--- config.mk ---
export PLATFORM = sky130hd
export DESIGN_NAME = wsa_cell
export DESIGN_NICKNAME = d
export VERILOG_FILES = /design/src/rtl/core/wheel_speed_to_servo_angle_defines.svh /design/src/rtl/core/wsa_pkg.sv /design/src/rtl/core/wsa_cell.sv
export SDC_FILE = /design/constraint.sdc
export NUM_CORES = 2
export LEC_CHECK = 0
export BUFFER_PORTS_ARGS = -buffer_cell sky130_fd_sc_hd__clkbuf_2
export CAP_MARGIN = 20
export CORE_ASPECT_RATIO = 2
export CORE_MARGIN = 1
export CORE_UTILIZATION = 44
export DETAILED_ROUTE_END_ITERATION = 10
export PLACE_DENSITY_LB_ADDON = 0.08
export SLEW_MARGIN = 20
export SYNTH_ARGS = -nofsm -noshare
export SYNTH_HDL_FRONTEND = slang
export SYNTH_SLANG_ARGS = --single-unit
--- constraint.sdc ---
create_clock -name aclk -period 10.1 [get_ports aclk]
set_input_delay 1.01 -clock aclk [delete_from_list [all_inputs] [get_ports aclk]]
set_output_delay 1.01 -clock aclk [all_outputs]
set_load 0.01 [all_outputs]
--- src/rtl/core/wheel_speed_to_servo_angle_defines.svh ---
// Assertion macros shared by the RTL.
`ifndef WHEEL_SPEED_TO_SERVO_ANGLE_DEFINES_SVH
`define WHEEL_SPEED_TO_SERVO_ANGLE_DEFINES_SVH

`ifndef NO_ASSERTIONS
`define WSA_ASSERT_ALWAYS(label, clk, rstn, expr, msg) \
    label: assert property (@(posedge clk) disable iff (!rstn) (expr)) else $error(msg);
`define WSA_ASSERT_IMPLY(label, clk, rstn, ante, cons, msg) \
    label: assert property (@(posedge clk) disable iff (!rstn) (ante) |-> (cons)) \
        else $error(msg);
`else
`define WSA_ASSERT_ALWAYS(label, clk, rstn, expr, msg)
`define WSA_ASSERT_IMPLY(label, clk, rstn, ante, cons, msg)
`endif

`endif

--- src/rtl/core/wsa_pkg.sv ---
package wsa_pkg;

    localparam int SPEED_WIDTH = 16;
    localparam int SPEED_FRAC  = 8;
    localparam int COEF_FRAC   = 40;

    localparam int ACC_W       = 64;
    localparam int ANGLE_W     = 8;
    localparam int NUM_COEF    = 7;
    localparam int TABLE_FRAC  = 48;
    localparam logic [ANGLE_W-1:0] MAX_ANGLE = 8'd180;

    // curve-fit coefficients c0..c6, signed Q.48
    localparam logic signed [ACC_W-1:0] POLY_Q48 [NUM_COEF] = '{
        64'sd25697735737142316,
        64'sd381442194475384,
        -64'sd7247491774072,
        -64'sd1060928713140,
        64'sd108341328617,
        64'sd12814698812,
        -64'sd190340723
    };

    // coefficient rescaled to Q.frac, magnitude rounded half away from zero
    function automatic logic signed [ACC_W-1:0] coef_at(input int idx, input int frac);
        logic signed [ACC_W-1:0] c;
        logic [ACC_W-1:0] m;
        int sh;
        c  = POLY_Q48[idx];
        sh = TABLE_FRAC - frac;
        m  = c[ACC_W-1] ? ACC_W'(-c) : ACC_W'(c);
        if (sh > 0) begin
            m = (m + (64'd1 << (sh - 1))) >> sh;
        end
        return c[ACC_W-1] ? -$signed(m) : $signed(m);
    endfunction

endpackage

--- src/rtl/core/wsa_cell.sv ---
// One Horner step: acc = sat(floor(acc * s / 2^F)) then acc = sat(acc + COEF).
// Three register stages: low partial product, full product, shift/saturate/add.
module wsa_cell #(
    parameter int SPEED_WIDTH = wsa_pkg::SPEED_WIDTH,
    parameter int SPEED_FRAC  = wsa_pkg::SPEED_FRAC,
    parameter logic signed [wsa_pkg::ACC_W-1:0] COEF = '0
) (
    input  logic                           aclk,
    input  logic                           aresetn,
    input  logic                           en,
    input  logic                           valid_in,
    input  logic signed [wsa_pkg::ACC_W-1:0] acc_in,
    input  logic signed [SPEED_WIDTH:0]    spd_in,
    output logic                           valid_out,
    output logic signed [wsa_pkg::ACC_W-1:0] acc_out,
    output logic signed [SPEED_WIDTH:0]    spd_out
);

    localparam int AW   = wsa_pkg::ACC_W;
    localparam int HW   = AW / 2;
    localparam int SW1  = SPEED_WIDTH + 1;
    localparam int PW   = AW + SW1;
    localparam int LOW  = HW + 1 + SW1;

    logic                    v1_reg, v2_reg, v3_reg;
    logic signed [SW1-1:0]   s1_reg, s2_reg, s3_reg;
    logic signed [HW-1:0]    hi1_reg;
    logic signed [LOW-1:0]   plo1_reg;
    logic signed [PW-1:0]    prod2_reg;
    logic signed [AW-1:0]    acc3_reg;

    logic signed [LOW-1:0]   plo_next;
    logic signed [PW-1:0]    phi;
    logic signed [PW-1:0]    prod_next;
    logic signed [PW-1:0]    shr;
    logic [PW-AW:0]          upper;
    logic signed [AW-1:0]    q;
    logic signed [AW:0]      sum;
    logic signed [AW-1:0]    acc_next;

    // stage 1: unsigned low half times speed
    assign plo_next = $signed({1'b0, acc_in[HW-1:0]}) * spd_in;

    // stage 2: signed high half times speed, merged with the low partial
    assign phi       = PW'(hi1_reg * s1_reg);
    assign prod_next = (phi <<< HW) + PW'(plo1_reg);

    // stage 3: floor shift, clamp to 64 bits, saturating coefficient add
    assign shr   = prod2_reg >>> SPEED_FRAC;
    assign upper = shr[PW-1:AW-1];
    always_comb begin
        if ((&upper) || !(|upper)) begin
            q = shr[AW-1:0];
        end else if (shr[PW-1]) begin
            q = {1'b1, {(AW-1){1'b0}}};
        end else begin
            q = {1'b0, {(AW-1){1'b1}}};
        end
        sum = {q[AW-1], q} + {COEF[AW-1], COEF};
        if (sum[AW] != sum[AW-1]) begin
            acc_next = sum[AW] ? {1'b1, {(AW-1){1'b0}}} : {1'b0, {(AW-1){1'b1}}};
        end else begin
            acc_next = sum[AW-1:0];
        end
    end

    always_ff @(posedge aclk) begin
        if (!aresetn) begin
            v1_reg <= 1'b0;
            v2_reg <= 1'b0;
            v3_reg <= 1'b0;
        end else if (en) begin
            v1_reg <= valid_in;
            v2_reg <= v1_reg;
            v3_reg <= v2_reg;
        end
    end

    always_ff @(posedge aclk) begin
        if (en) begin
            plo1_reg  <= plo_next;
            hi1_reg   <= acc_in[AW-1:HW];
            s1_reg    <= spd_in;
            prod2_reg <= prod_next;
            s2_reg    <= s1_reg;
            acc3_reg  <= acc_next;
            s3_reg    <= s2_reg;
        end
    end

    assign valid_out = v3_reg;
    assign acc_out   = acc3_reg;
    assign spd_out   = s3_reg;

endmodule

==> metrics <==
r2r startpoint s1_reg[4]; initial antenna violation count 8; critical path class reg -> reg; die area between 0.1 and 0.15 sq mm; htree depth 1; final setup fails 0; Top Ports between 150 and 200; CTS sink count about 270; Max Fclk 0.106 GHz; Worst path most repeated cell fa_1; number of global-route vias before repair between 30000 and 40000; top_reg_cell synth edfxtp_1; GRT Util Overall a little over a quarter; Reg clk slew, reported paths approximately 0.07 ns; die width around 230 um; Worst Hold Endpoint prod2_reg[11]; Synth area leader fa_1; synth unique cells between 70 and 80; complex-gate fraction of the synthesized area 5.90%; placed cells roughly 6200; Post-CTS Setup Inserts 0; Final Max Slew Viols 0; drt drc 0; TritonCTS clock tree yes; Iteration-0 DRC Markers 1626; Post-Syn Nets slightly above 6000; reg2reg end prod2_reg[80]; max FFs per register 73; top cell type's share of synthesized area ~41%; register area share after synthesis between 15 and 20%; Critical Path RT 10.47 ns; Buffers on Ports between 150 and 200; Starting Density 44.3%; Post-Synth Simple-Gate Area roughly 15%; min-delay src plo1_reg[11]; flop2flop setup slack roughly 0.65 ns; max incr delay on CP between 1 and 1.5 ns; area delta synth->final 6.86%; largest net degree at the start of global routing 76; largest family of logic cells by synthesized area adder cells; main area contributors after synthesis fa_1, edfxtp_1, ha_1, inv_1, nand2_1; YS warnings 0; Synth Area in XOR/XNOR around 2.4%; fin crit period around 9.5 ns; Max Cap Viol 0; worst relative slew slack a little over a fifth; area of the core around 0.11 sq mm; Final ANT Viol Nets 0; Hold Path Stages 0; clock latency on the worst-skew pair about 0.64 ns; fin nets 6224; Post-Syn Area 0.0468 sq mm; Hold Buf Count CTS 0; post-CTS resize count 0; WHS 0.412 ns; DPL Wire Length 110000 um; Critical Path Sink Type flop; DIE HEIGHT between 400 and 500 um; final hold vios 0; Post-Layout Cell Count roughly 6200; async set-reset flop share out of synthesis 0%; total gr overflow 0; register bit total from synthesis 265; vias per cell approximately 5.2; Final Wtd Congestion 0.900; clock buffer count from CTS 29; leading cell types in the layout, fill and taps excluded inv_1, fa_1, nand2_1; worst-case clock buffer depth 3; status complete, no violations; vias after detailed routing around 33000; Post-Synth Adder-Cell Area 50.0%; Final Cycle Share 93.6%; detailed-router iteration count before antenna repair 5; RSZ-0062 raised after global routing false; clock root cell clkbuf_16; Cells after Synth 4799; Post-synth EDFFs about 260; worst slew pin tran 1.19 ns; post-synthesis mux area share less than 1%; Max FO, Critical Path 20; commonest non-fill, non-tap cell in the layout inv_1; Synth Area per Inst 9.76 sq um; Avg WL per Cell between 20 and 25 um; type of element launching the critical path flop; row count 169; global-route wire length before repair roughly 210000 um; worst r2r path cells 32; Setup Total Neg Slack 0 ns; Hold WC Path Type reg -> reg; Critical-path top delay cell edfxtp_1; Arrival @ worst endpoint 9.83 ns; Routed Wire Length between 100000 and 150000 um; skew final 0.0182 ns; share of cells above drive strength 1 6.06%
[logic make-up after synthesis]
logic type / Yosys count
XOR/XNOR: 131
AND/OR/NAND/NOR: 1435
buffers and inverters: 1244
AO/OA/AOI/OAI: 430
multiplexers: 4
adder cells (fa/ha/maj): 1290
flip-flops: 265
[synth_stat cells (8+ instances only)]
cell,count
nand2_1,742
o21ai_0,129
fa_1,970
a31oi_1,9
a21oi_1,124
nor2_1,99
edfxtp_1,262
nand3_1,34
xnor2_1,88
nand2b_1,50
clkbuf_1,188
o21a_1,8
o21bai_1,18
nand4_1,14
inv_1,1048
and3_1,14
and2_1,413
ha_1,320
nor3_1,19
a21o_1,70
nor2b_1,15
xor2_1,43
[area by class of cell]
type / count / area [sq um]
Clock buffer: 33 / 741
Clock inverter: 20 / 199
Tap cell: 1368 / 1710
Sequential cell: 265 / 7930
Multi-Input combinational cell: 3290 / 34300
Fill cell: 10300 / 55700
Timing Repair Buffer: 215 / 1290
Inverter: 1048 / 3930
Antenna cell: 3 / 7.51
[critical path: cells and delay by family, from the launching register on]
family	cells	cell delay (ns)
DFF	1	1.10
buffers and inverters	4	0.45
adders and majority gates	8	3.70
AOI/OAI and AO/OA	14	3.22
xor gates and xnor gates	2	0.28
and+or+nand+nor	4	0.44
[metal layers]
| metal | GRT usage (%) | up-vias | wire [um] |
|---|---|---|---|
| li1 | - | 14600 | - |
| met1 | 25.7 | 17100 | 44000 |
| met2 | 52.2 | 707 | 78500 |
| met3 | 2.09 | 334 | 4120 |
| met4 | 15.0 | 0 | 9130 |
| met5 | 0 | - | 0 |
[metrics by stage]
| step | area (sq um) | util [%] | setup slack (ns) |
|---|---|---|---|
| after floorplan | 46800 | - | 2.24 |
| after global placement | 49100 | 46.4 | 0.632 |
| after detailed placement | 49100 | 46.5 | 0.751 |
| after CTS | 50100 | 47.3 | 0.721 |
| after global routing | 50100 | 47.3 | 0.182 |
| final | 50100 | 47.3 | 0.649 |
[worst max-delay path by stage]
stage	from	to	cells past startpoint
final	s1_reg[4]	prod2_reg[80]	32
after global routing	s1_reg[6]	prod2_reg[80]	32
after CTS	s1_reg[6]	prod2_reg[80]	34
after detailed placement	s1_reg[6]	prod2_reg[80]	34
after global placement	s1_reg[9]	prod2_reg[80]	32
after floorplan	hi1_reg[14]	prod2_reg[80]	34
Power is left out: the tool's default activity adds up to more than one toggle a clock period on the data nets, which glitch-free logic cannot reach.
